===== src/design/apct_pkg.sv =====
// shared constants and request codes for the aabb pair collision tracker
package apct_pkg;

  localparam int DEF_MAX_OBJECTS = 8;
  localparam int DEF_COORD_BITS = 32;
  localparam int SLOT_W = 3;
  localparam int IN_COORD_W = 32;
  localparam int AXES = 3;

  localparam logic REQ_LOAD = 1'b0;
  localparam logic REQ_SWEEP = 1'b1;

endpackage


===== src/design/aabb_pair_collision_tracker_top.sv =====
// aabb pair collision tracker: box store, pair bitmap and sweep sequencer
//
// Input channel (in_valid / in_stall): a load transfer (req_type 0) writes one
// slot's box and takes-part flag; loads to slots at or beyond MAX_OBJECTS are
// dropped. A sweep transfer (req_type 1) walks all ordered pairs of distinct
// taking-part slots, row by row, and reports each pair that newly overlaps.
// Output channel (out_valid / out_stall): one transfer per new pair, the last
// one marked by last; a sweep with no new pair gives a single transfer with
// found = 0, both slots 0 and last = 1.
// One item is worked on at a time; in_stall is high while a sweep runs.
// During a sweep each taking-part row reads its pair row and its box, then
// steps through every slot, with a box read and compare for each tested pair;
// each box memory copy has one read port. Each new pair is held back until
// the next new pair or the end of the sweep, so the final one can carry last;
// when the receiver stalls, the sweep waits in front of the output register.
// Reset clears all take-part flags and the pair bitmap (per-row valid bits),
// the box memories stay undefined until written.
module aabb_pair_collision_tracker_top
  import apct_pkg::*;
#(
  parameter int MAX_OBJECTS = DEF_MAX_OBJECTS,
  parameter int COORD_BITS = DEF_COORD_BITS
) (
  input  logic                   clk,
  input  logic                   rst,
  input  logic                   in_valid,
  output logic                   in_stall,
  input  logic                   req_type,
  input  logic [SLOT_W-1:0]      slot,
  input  logic                   takes_part,
  input  logic signed [IN_COORD_W-1:0] min_x,
  input  logic signed [IN_COORD_W-1:0] min_y,
  input  logic signed [IN_COORD_W-1:0] min_z,
  input  logic signed [IN_COORD_W-1:0] max_x,
  input  logic signed [IN_COORD_W-1:0] max_y,
  input  logic signed [IN_COORD_W-1:0] max_z,
  output logic                   out_valid,
  input  logic                   out_stall,
  output logic                   found,
  output logic [SLOT_W-1:0]      first_slot,
  output logic [SLOT_W-1:0]      second_slot,
  output logic                   last
);

  localparam int IDX_W = (MAX_OBJECTS > 1) ? $clog2(MAX_OBJECTS) : 1;
  localparam int BOX_W = 2 * AXES * COORD_BITS;
  localparam logic [IDX_W-1:0] LastIdx = IDX_W'(MAX_OBJECTS - 1);
  localparam logic [SLOT_W:0] SlotLimit = (SLOT_W + 1)'(MAX_OBJECTS);

  typedef enum logic [2:0] {
    ST_IDLE,
    ST_ROW,
    ST_LOADROW,
    ST_PAIR,
    ST_EVAL,
    ST_ROWEND,
    ST_FINISH
  } state_t;

  state_t                 state;
  logic [IDX_W-1:0]       a;
  logic [IDX_W-1:0]       b;
  logic [MAX_OBJECTS-1:0] slot_active;
  logic [MAX_OBJECTS-1:0] row_valid;
  logic [MAX_OBJECTS-1:0] row_bits;
  logic                   pend_valid;
  logic [IDX_W-1:0]       pend_first;
  logic [IDX_W-1:0]       pend_second;

  logic                   in_xfer;
  logic                   load_wr;
  logic [BOX_W-1:0]       box_wr;
  logic [BOX_W-1:0]       box_a;
  logic [BOX_W-1:0]       box_b;
  logic [MAX_OBJECTS-1:0] pair_rd;
  logic                   hit;
  logic                   out_free;
  logic                   out_load;

  assign in_stall = (state != ST_IDLE);
  assign in_xfer = in_valid && !in_stall;
  assign load_wr = in_xfer && (req_type == REQ_LOAD) && ({1'b0, slot} < SlotLimit);
  assign out_free = !out_valid || !out_stall;

  // output register takes a new transfer this cycle
  assign out_load = ((state == ST_EVAL) && hit && !row_bits[b] && pend_valid && out_free) ||
                    ((state == ST_FINISH) && out_free);

  assign box_wr = {max_z[COORD_BITS-1:0], max_y[COORD_BITS-1:0], max_x[COORD_BITS-1:0],
                   min_z[COORD_BITS-1:0], min_y[COORD_BITS-1:0], min_x[COORD_BITS-1:0]};

  // two copies of the box store so both boxes of a pair read in the same cycle
  apct_ram #(
    .WIDTH(BOX_W),
    .DEPTH(MAX_OBJECTS)
  ) u_box_ram_a (
    .clk    (clk),
    .wr_en  (load_wr),
    .wr_addr(slot[IDX_W-1:0]),
    .wr_data(box_wr),
    .rd_addr(a),
    .rd_data(box_a)
  );

  apct_ram #(
    .WIDTH(BOX_W),
    .DEPTH(MAX_OBJECTS)
  ) u_box_ram_b (
    .clk    (clk),
    .wr_en  (load_wr),
    .wr_addr(slot[IDX_W-1:0]),
    .wr_data(box_wr),
    .rd_addr(b),
    .rd_data(box_b)
  );

  // pair bitmap, one row per first slot
  apct_ram #(
    .WIDTH(MAX_OBJECTS),
    .DEPTH(MAX_OBJECTS)
  ) u_pair_ram (
    .clk    (clk),
    .wr_en  (state == ST_ROWEND),
    .wr_addr(a),
    .wr_data(row_bits),
    .rd_addr(a),
    .rd_data(pair_rd)
  );

  apct_overlap #(
    .COORD_BITS(COORD_BITS)
  ) u_overlap (
    .box_a(box_a),
    .box_b(box_b),
    .hit  (hit)
  );

  always_ff @(posedge clk) begin
    if (rst) begin
      state       <= ST_IDLE;
      a           <= '0;
      b           <= '0;
      slot_active <= '0;
      row_valid   <= '0;
      pend_valid  <= 1'b0;
      out_valid   <= 1'b0;
    end else begin
      if (out_valid && !out_stall && !out_load) begin
        out_valid <= 1'b0;
      end
      case (state)
        ST_IDLE: begin
          if (load_wr) begin
            slot_active[slot[IDX_W-1:0]] <= takes_part;
          end
          if (in_xfer && (req_type == REQ_SWEEP)) begin
            a          <= '0;
            pend_valid <= 1'b0;
            state      <= ST_ROW;
          end
        end
        ST_ROW: begin
          if (slot_active[a]) begin
            state <= ST_LOADROW;
          end else if (a == LastIdx) begin
            state <= ST_FINISH;
          end else begin
            a <= a + 1'b1;
          end
        end
        ST_LOADROW: begin
          row_bits <= row_valid[a] ? pair_rd : '0;
          b        <= '0;
          state    <= ST_PAIR;
        end
        ST_PAIR: begin
          if ((b == a) || !slot_active[b]) begin
            if (b == LastIdx) begin
              state <= ST_ROWEND;
            end else begin
              b <= b + 1'b1;
            end
          end else begin
            state <= ST_EVAL;
          end
        end
        ST_EVAL: begin
          // a new pair can only move on once the held-back one has a place
          if (!(hit && !row_bits[b] && pend_valid && !out_free)) begin
            row_bits[b] <= hit;
            if (hit && !row_bits[b]) begin
              if (pend_valid) begin
                out_valid   <= 1'b1;
                found       <= 1'b1;
                first_slot  <= SLOT_W'(pend_first);
                second_slot <= SLOT_W'(pend_second);
                last        <= 1'b0;
              end
              pend_valid  <= 1'b1;
              pend_first  <= a;
              pend_second <= b;
            end
            if (b == LastIdx) begin
              state <= ST_ROWEND;
            end else begin
              b     <= b + 1'b1;
              state <= ST_PAIR;
            end
          end
        end
        ST_ROWEND: begin
          row_valid[a] <= 1'b1;
          if (a == LastIdx) begin
            state <= ST_FINISH;
          end else begin
            a     <= a + 1'b1;
            state <= ST_ROW;
          end
        end
        ST_FINISH: begin
          if (out_free) begin
            out_valid   <= 1'b1;
            found       <= pend_valid;
            first_slot  <= pend_valid ? SLOT_W'(pend_first) : '0;
            second_slot <= pend_valid ? SLOT_W'(pend_second) : '0;
            last        <= 1'b1;
            pend_valid  <= 1'b0;
            state       <= ST_IDLE;
          end
        end
        default: begin
          state <= ST_IDLE;
        end
      endcase
    end
  end

  a_eval_tested_pair: assert property (@(posedge clk) disable iff (rst)
    state == ST_EVAL |-> (a != b) && slot_active[a] && slot_active[b])
    else $error("pair evaluated with an excluded or equal slot");

  a_no_pending_when_idle: assert property (@(posedge clk) disable iff (rst)
    state == ST_IDLE |-> !pend_valid)
    else $error("held-back pair left over after sweep");

  a_empty_result_is_last: assert property (@(posedge clk) disable iff (rst)
    out_valid && !found |-> last && (first_slot == '0) && (second_slot == '0))
    else $error("empty sweep result malformed");

  a_finish_pushes: assert property (@(posedge clk) disable iff (rst)
    state == ST_FINISH && out_free |=> out_valid && last)
    else $error("sweep ended without a terminating transfer");

endmodule


===== src/design/apct_ram.sv =====
// generic single-port-write ram with registered read
module apct_ram #(
  parameter int WIDTH = 8,
  parameter int DEPTH = 8,
  localparam int ADDR_W = (DEPTH > 1) ? $clog2(DEPTH) : 1
) (
  input  logic              clk,
  input  logic              wr_en,
  input  logic [ADDR_W-1:0] wr_addr,
  input  logic [WIDTH-1:0]  wr_data,
  input  logic [ADDR_W-1:0] rd_addr,
  output logic [WIDTH-1:0]  rd_data
);

  logic [WIDTH-1:0] mem [DEPTH];

  always_ff @(posedge clk) begin
    if (wr_en) begin
      mem[wr_addr] <= wr_data;
    end
    rd_data <= mem[rd_addr];
  end

endmodule


===== src/design/apct_overlap.sv =====
// closed-interval overlap test of two boxes on all axes
module apct_overlap
  import apct_pkg::*;
#(
  parameter int COORD_BITS = DEF_COORD_BITS
) (
  input  logic [2*AXES*COORD_BITS-1:0] box_a,
  input  logic [2*AXES*COORD_BITS-1:0] box_b,
  output logic                         hit
);

  logic [AXES-1:0] axis_hit;

  // box layout: min corner in the low half, max corner in the high half
  always_comb begin
    for (int k = 0; k < AXES; k++) begin
      axis_hit[k] =
        ($signed(box_a[k*COORD_BITS +: COORD_BITS]) <=
         $signed(box_b[(AXES+k)*COORD_BITS +: COORD_BITS])) &&
        ($signed(box_a[(AXES+k)*COORD_BITS +: COORD_BITS]) >=
         $signed(box_b[k*COORD_BITS +: COORD_BITS]));
    end
  end

  assign hit = &axis_hit;

endmodule


===== config.mk =====
export PLATFORM = sky130hd
export DESIGN_NAME = aabb_pair_collision_tracker_top
export DESIGN_NICKNAME = d
export VERILOG_FILES = /design/src/design/apct_pkg.sv /design/src/design/aabb_pair_collision_tracker_top.sv /design/src/design/apct_ram.sv /design/src/design/apct_overlap.sv
export SDC_FILE = /design/constraint.sdc
export NUM_CORES = 2
export LEC_CHECK = 0
export BUFFER_PORTS_ARGS = -buffer_cell sky130_fd_sc_hd__buf_2
export CAP_MARGIN = 15
export CORE_ASPECT_RATIO = 1.5
export CORE_UTILIZATION = 58
export CTS_BUF_LIST = sky130_fd_sc_hd__clkbuf_4 sky130_fd_sc_hd__clkbuf_8
export CTS_CLUSTER_DIAMETER = 30
export CTS_CLUSTER_SIZE = 8
export DETAILED_ROUTE_END_ITERATION = 8
export MAX_ROUTING_LAYER = met4
export PLACE_DENSITY_LB_ADDON = 0.2
export SETUP_SLACK_MARGIN = 0.5
export SLEW_MARGIN = 20
export SYNTH_ARGS = -nofsm -noshare
export SYNTH_HDL_FRONTEND = slang
export SYNTH_SLANG_ARGS = --single-unit

===== constraint.sdc =====
create_clock -name clk -period 21.1 [get_ports clk]
set_input_delay 6.33 -clock clk [delete_from_list [all_inputs] [get_ports clk]]
set_output_delay 6.33 -clock clk [all_outputs]
set_load 0.01 [all_outputs]

**Yosys cells after proc, flatten, opt, wreduce, memory -nomap -nowiden**

Memory sizes are Yosys's and may differ from the RTL's. A register that Yosys moved wholly into a read port is not among the register bits.
Cells that the tools add are included.

- RAM bits: 3136
- Logic and storage cells: 172
- Register bits after elaboration: 49
- Memories kept: 3

Memory list:

| memory | depth | bits a word | read ports | clocked after memory_dff | write ports | line | RTL |
|---|---|---|---|---|---|---|---|
| u_box_ram_a.mem | 8 | 192 | 1 | 1 | 1 | apct_ram.sv:15 | `logic [WIDTH-1:0] mem [DEPTH];` |
| u_box_ram_b.mem | 8 | 192 | 1 | 1 | 1 | apct_ram.sv:15 |  |
| u_pair_ram.mem | 8 | 8 | 1 | 1 | 1 | apct_ram.sv:15 |  |

- Bitwise logic cells: 4
- Equality and inequality tests: 18
- $lt $le $gt $ge: 12
- Reductions and logical operators: 45
- Multiplexer cells: 74
- Add/subtract/negate cells: 2

Operator list:

| cell | count |
|---|---|
| $ge 32x32->1 | 3 |
| $le 32x32->1 | 3 |
| $mux 3 | 25 |
| $mux 1 | 28 |
| $pmux 3 s7 | 1 |
| $logic_and 1x1->1 | 19 |
| $pmux 3 s3 | 2 |
| $bwmux 8 | 2 |
| $mux 8 | 2 |
| $pmux 8 s2 | 1 |
| $eq 3x3->1 const B | 5 |
| $bmux 1 s3 | 4 |
| $lt 3x4->1 const B | 3 |
| $ne 2x2->1 const B | 6 |
| $pmux 3 s2 | 2 |
| $reduce_and 3->1 | 4 |
| $reduce_bool 3->1 | 4 |
| $reduce_and 5->1 | 2 |
| $demux 1 s3 | 3 |
| $ge 3x1->1 const B | 3 |
| $or 8x8->8 | 1 |
| $logic_not 1->1 | 7 |
| $add 3x1->3 const B | 2 |
| $eq 3x2->1 const B | 2 |
| other kinds (13) | 21 |

**Depth between registers and ports, before layout**

- Depth in word-level cells: 15
- Gate-level depth with buffers: 12
- Mapped depth without buffers: 11

**Cells and area by module**

From an unflattened synthesis, not the netlist that was laid out.

- Cell total of the unflattened synthesis: 5931
- Area total of the unflattened synthesis: 135239.7 um^2

By module, submodules not included:

| module | area an instance (um^2) | times used | cells an instance |
|---|---|---|---|
| apct_ram (u_box_ram_a ...) | 62481.2 | 2 | 2424 |
| apct_overlap | 4893.4 | 1 | 687 |
| aabb_pair_collision_tracker_top | 2692.6 | 1 | 282 |
| apct_ram (u_pair_ram) | 2691.3 | 1 | 114 |

**Worst setup path before layout**

Ideal clock, no wire load.

- Path kind: input to register
- Start: input req_type
- End: register slot_active[0]
- Slack: -0.091 ns
- Path buffers: 0
- Stages on the path: 4
- Arrival time: 21.060 ns
- Required time: 20.969 ns
- Cell sequence: or4b_2 -> nor3_1 -> mux2i_1 -> nor2_1

- Word-level cells in the longest chain between the ends: 3

Ends and longest elaborated chain:

| item | line | RTL |
|---|---|---|
| start: declaration | aabb_pair_collision_tracker_top.sv:28 | `input logic req_type,` |
| $not 1->1 | aabb_pair_collision_tracker_top.sv:82 | `assign load_wr = in_xfer && (req_type == REQ_LOAD) && ({1'b0, slot} < SlotLimit);` |
| $logic_and 1x1->1 | aabb_pair_collision_tracker_top.sv:82 |  |
| $reduce_and 2->1 (no source line) | - |  |
| end signal: indexed assignment | aabb_pair_collision_tracker_top.sv:154 | `slot_active[slot[IDX_W-1:0]] <= takes_part;` |
| end: declaration | aabb_pair_collision_tracker_top.sv:63 | `logic [MAX_OBJECTS-1:0] slot_active;` |

No other way between the ends.
A chain may end at the register's enable or synchronous reset.

**Final worst setup path**

- Start: input req_type
- End: memory u_box_ram_b.mem[2][49] (netlist bit), enable pin

- Word-level cells in the longest chain between the ends: 4

Ends and longest elaborated chain:

| item | line | RTL |
|---|---|---|
| $not 1->1 | aabb_pair_collision_tracker_top.sv:82 |  |
| $logic_and 1x1->1 | aabb_pair_collision_tracker_top.sv:82 |  |
| $mux 1 | apct_ram.sv:18 | `if (wr_en) begin` |
| $mux 1 (implied by the code) | apct_ram.sv:19 | `mem[wr_addr] <= wr_data;` |
| end: declaration | apct_ram.sv:15 |  |

No other way between the ends.

==> impl_metrics.toml <==
[finish]
finalCoreUtilization = 0.6587
final_layout_size_suffix_gt1_frac = 0.1553
num-fill-cells = 9407
syn2layout_area_growth_pct = 12.57
finalNetCount = 5961

[cts]
cts.hold.buffers_added = 0
worst_setup_hold_path_clk_slew_ns = 0.06
htree_num_levels = 5
numCtsBuffers = 342
clock_latency_reported_for_the_late_side_of_the_worst_skew_pair_ns = 1.05
post-cts-setup-buffer-count = 0
ctsResizeCount = 0
cts.path.max_buffers = 4
cts_root_buffer = "sky130_fd_sc_hd__clkbuf_8"
numClockSinks = 2041
tritoncts = "yes"

[timing]
rsz_0062_raised_after_global_routing = "no"
worst_slew_pin_slew_ns = 1.234
final.setup.tns_ns = 0
finalClockSkew_ns = 0.06880
post_route_clock_period_utilization = 0.4429
slew_headroom = 0.1773
timing.final.crit_period_ns = 9.346
final_setup_vio_count = 0
finalHoldViolCount = 0
timing.fmax_mhz = 107.0
finalMaxSlewViolations = 0

[worst_setup_path]
reg2reg_from = "state[2]$_SDFFE_PP0P_"
cp_num_buf_inv = 3
ordered_list_of_cells_on_the_worst_path = "buf_2 > or4b_2 > nor2_4 > buf_4 > buf_4"
r2r_slack_ns = 16.33
slowest_delay_ns = 0.88
critPathKind = "in2reg"
cp_slowest_cell = "sky130_fd_sc_hd__buf_4"
critical_path_arrival_ns = 9.95
reg2reg_depth = 6
worst_r2r_endpoint = "u_box_ram_b.mem[2][49]$_DFFE_PP_"
timing.critical_path.mode_cell = "sky130_fd_sc_hd__buf_4"
critical-path-top-delay-family = "buffers and inverters"
startpoint_type = "input port"
crit_required_ns = 21.71
endpoint_kind = "register"
worstPathMaxFanout = 54

[floorplanning]
initial_standard_cell_utilization_of_the_core = 0.5852
std_cell_rows = 165
dieWidth_um = 303.4
placeableCoreArea_mm2 = 0.1350
die-area_mm2 = 0.1377
num_io_pins = 211
vertical_extent_of_the_die_um = 454.0

[power]
netSwitchingFraction = 0.2838
worst_voltage_drop_across_the_vdd_grid_mv = 0.08596
sequential_group_share_of_total_power = 0.495
p_leak_nw = 29.92
power_per_cell_area_mw_per_mm2 = 111.2
power.switching_mw = 2.807
clock_power_share = 0.363
intPower_mw = 7.085
p_comb_frac = 0.142

[grt]
largest_net_degree_at_the_start_of_global_routing = 122
grt_use_total = 0.4045
grt_antenna_before_repair = 90
global_route_wire_length_before_repair_mm = 381.4
grt_pass1_vias = 52970
grt_overflow_total = 0

[synth]
ys_async_rst_share = 0
ys_top_cells_by_count = "sky130_fd_sc_hd__edfxtp_1 (1622), sky130_fd_sc_hd__a22oi_1 (1580), sky130_fd_sc_hd__nand4_1 (434)"
synth_seq_area_share = 0.7226
post_synth.cell_area_avg_um2 = 14.92
synth_cell_type_count = 62
synth_area_mm2 = 0.07901
synth_most_common_cell = "sky130_fd_sc_hd__edfxtp_1"
syn-instance-count = 5296
dominantRegCellSynth = "sky130_fd_sc_hd__edfxtp_1"
synth_top_cell_by_area = "sky130_fd_sc_hd__edfxtp_1"
synthDominantCellAreaShare = 0.6165
synth-edff-count = 1622
synthesis.yosys.warnings = 0
synth-seq-cells = 2041
mappedNetlistNets = 5693
synthTopCellsByArea = "sky130_fd_sc_hd__edfxtp_1 (62%), sky130_fd_sc_hd__a22oi_1 (15%), sky130_fd_sc_hd__dfxtp_1 (11%), sky130_fd_sc_hd__nand4_1 (3.4%), sky130_fd_sc_hd__ha_1 (3.1%)"

[route]
dr.pass1.iters = 7
drcViolationCount = 0
drt_iter0_drc = 10210
vias = 56020
ant_nets = 0
vias_per_cell = 7.341
route.final.wire_length_mm = 274.8
post_drt_wl_per_cell_um = 36.01

[place]
gpl.final_weighted_congestion = 1.090
dp.final_hpwl_mm = 162.9
buffer_ports.inserted = 210

[flow_run]
maxCapViolCount = 0

[min_path]
min_from = "row_valid[2]$_SDFFE_PP0P_"
hp-class = "reg2reg"
endpoint_of_the_worst_hold_timing_path = "row_valid[2]$_SDFFE_PP0P_"
whs_path_depth = 2

[status]
status = "finished, final reports clean"
==> worst register-to-register path: cells and delay by family, from the launching register on <==
| kind | cells | cell delay, ns |
|---|---|---|
| DFF | 1 | 0.49 |
| buffers and inverters | 3 | 1.83 |
| and+or+nand+nor | 3 | 1.92 |
==> sequential cells by signal, indices dropped and copies added (netlist names), 8 cells and up <==
signal and cells:
u_pair_ram.rd_data 8, u_pair_ram.mem 64, u_box_ram_b.rd_data 192, row_bits 8, u_box_ram_a.rd_data 192, slot_active 8
row_valid 8, u_box_ram_b.mem 1536
==> power groups by stage <==
stage	Sequential (mW)	Clock, mW	Combinational [mW]
floorplan	4.80	0	0.763
CTS	4.88	3.59	1.35
detailed placement	4.96	0	1.34
finish	4.90	3.59	1.41
global route	4.89	3.77	1.47
global placement	4.96	0	1.32
==> worst max path at each step <==
stage              from                           endpoint  slack (ns)  depth (start not counted)
2_1_floorplan  req_type        slot_active[2]$_SDFFE_PP0P_        5.13                          4
3_3_place_gp   req_type   u_box_ram_b.mem[2][40]$_DFFE_PP_       10.82                          5
3_5_place_dp   req_type  u_box_ram_b.mem[4][127]$_DFFE_PP_       10.79                          6
4_1_cts        req_type   u_box_ram_b.mem[2][62]$_DFFE_PP_       11.85                          5
5_1_grt        req_type   u_box_ram_b.mem[2][62]$_DFFE_PP_       11.77                          5
6_report       req_type   u_box_ram_b.mem[2][49]$_DFFE_PP_       11.75                          5
==> stage by stage <==
step,setup slack [ns],std cells,cell area (um2),hold slack [ns],power (mW)
after floorplan,5.131,5296,79020,0.4403,5.564
after global placement,10.82,6973,81820,0.4496,6.277
after detailed placement,10.79,6973,81820,0.4620,6.304
after CTS,11.85,7556,88750,0.4753,9.825
after global routing,11.77,7617,88900,0.5007,10.13
final,11.75,7631,88940,0.4712,9.892
==> area by class of cell <==
type / instances / area (um2) / share of cell area
antenna: 75 / 187.7 / 0.002110
multi-input combinational: 2684 / 19910 / 0.2238
clock buffer: 510 / 6100 / 0.06858
inverter: 204 / 765.7 / 0.008610
sequential: 2041 / 57090 / 0.6420
timing repair buffer: 291 / 1859 / 0.02091
clock inverter: 73 / 832.0 / 0.009355
tap: 1753 / 2193 / 0.02466
==> cell usage in the layout (no fill, tap or decap), drive strengths merged, types with 58 or more instances in the layout <==
master / count
edfxtp: 1622
a22oi: 1580
clkbuf: 510
nand4: 435
dfxtp: 419
buf: 291
inv: 206
ha: 196
a21oi: 87
diode: 75
nor2: 69
nand2: 58
==> cell families (layout without fill, tap and decap cells) <==
group	count (synthesis)	after routing	share of synthesized area
buf+inv	571	1078	0.02740
simple gates	679	679	0.04998
flops	2041	2041	0.7226
fa+ha+maj	196	196	0.03104
xor+xnor	3	3	0.0003326
other cells	0	75	0
mux	9	9	0.001140
compound gates	1797	1797	0.1675
==> per-layer routing <==
| metal | wire length, um | track usage | vias to the layer above |
|---|---|---|---|
| li1 | - | - | 22570 |
| met1 | 92390 | 0.4966 | 27520 |
| met2 | 125500 | 0.5962 | 4992 |
| met3 | 35270 | 0.1005 | 931 |
| met4 | 21630 | 0.2648 | 0 |
| met5 | 0 | - | - |
(Power assumes the default switching activity.)
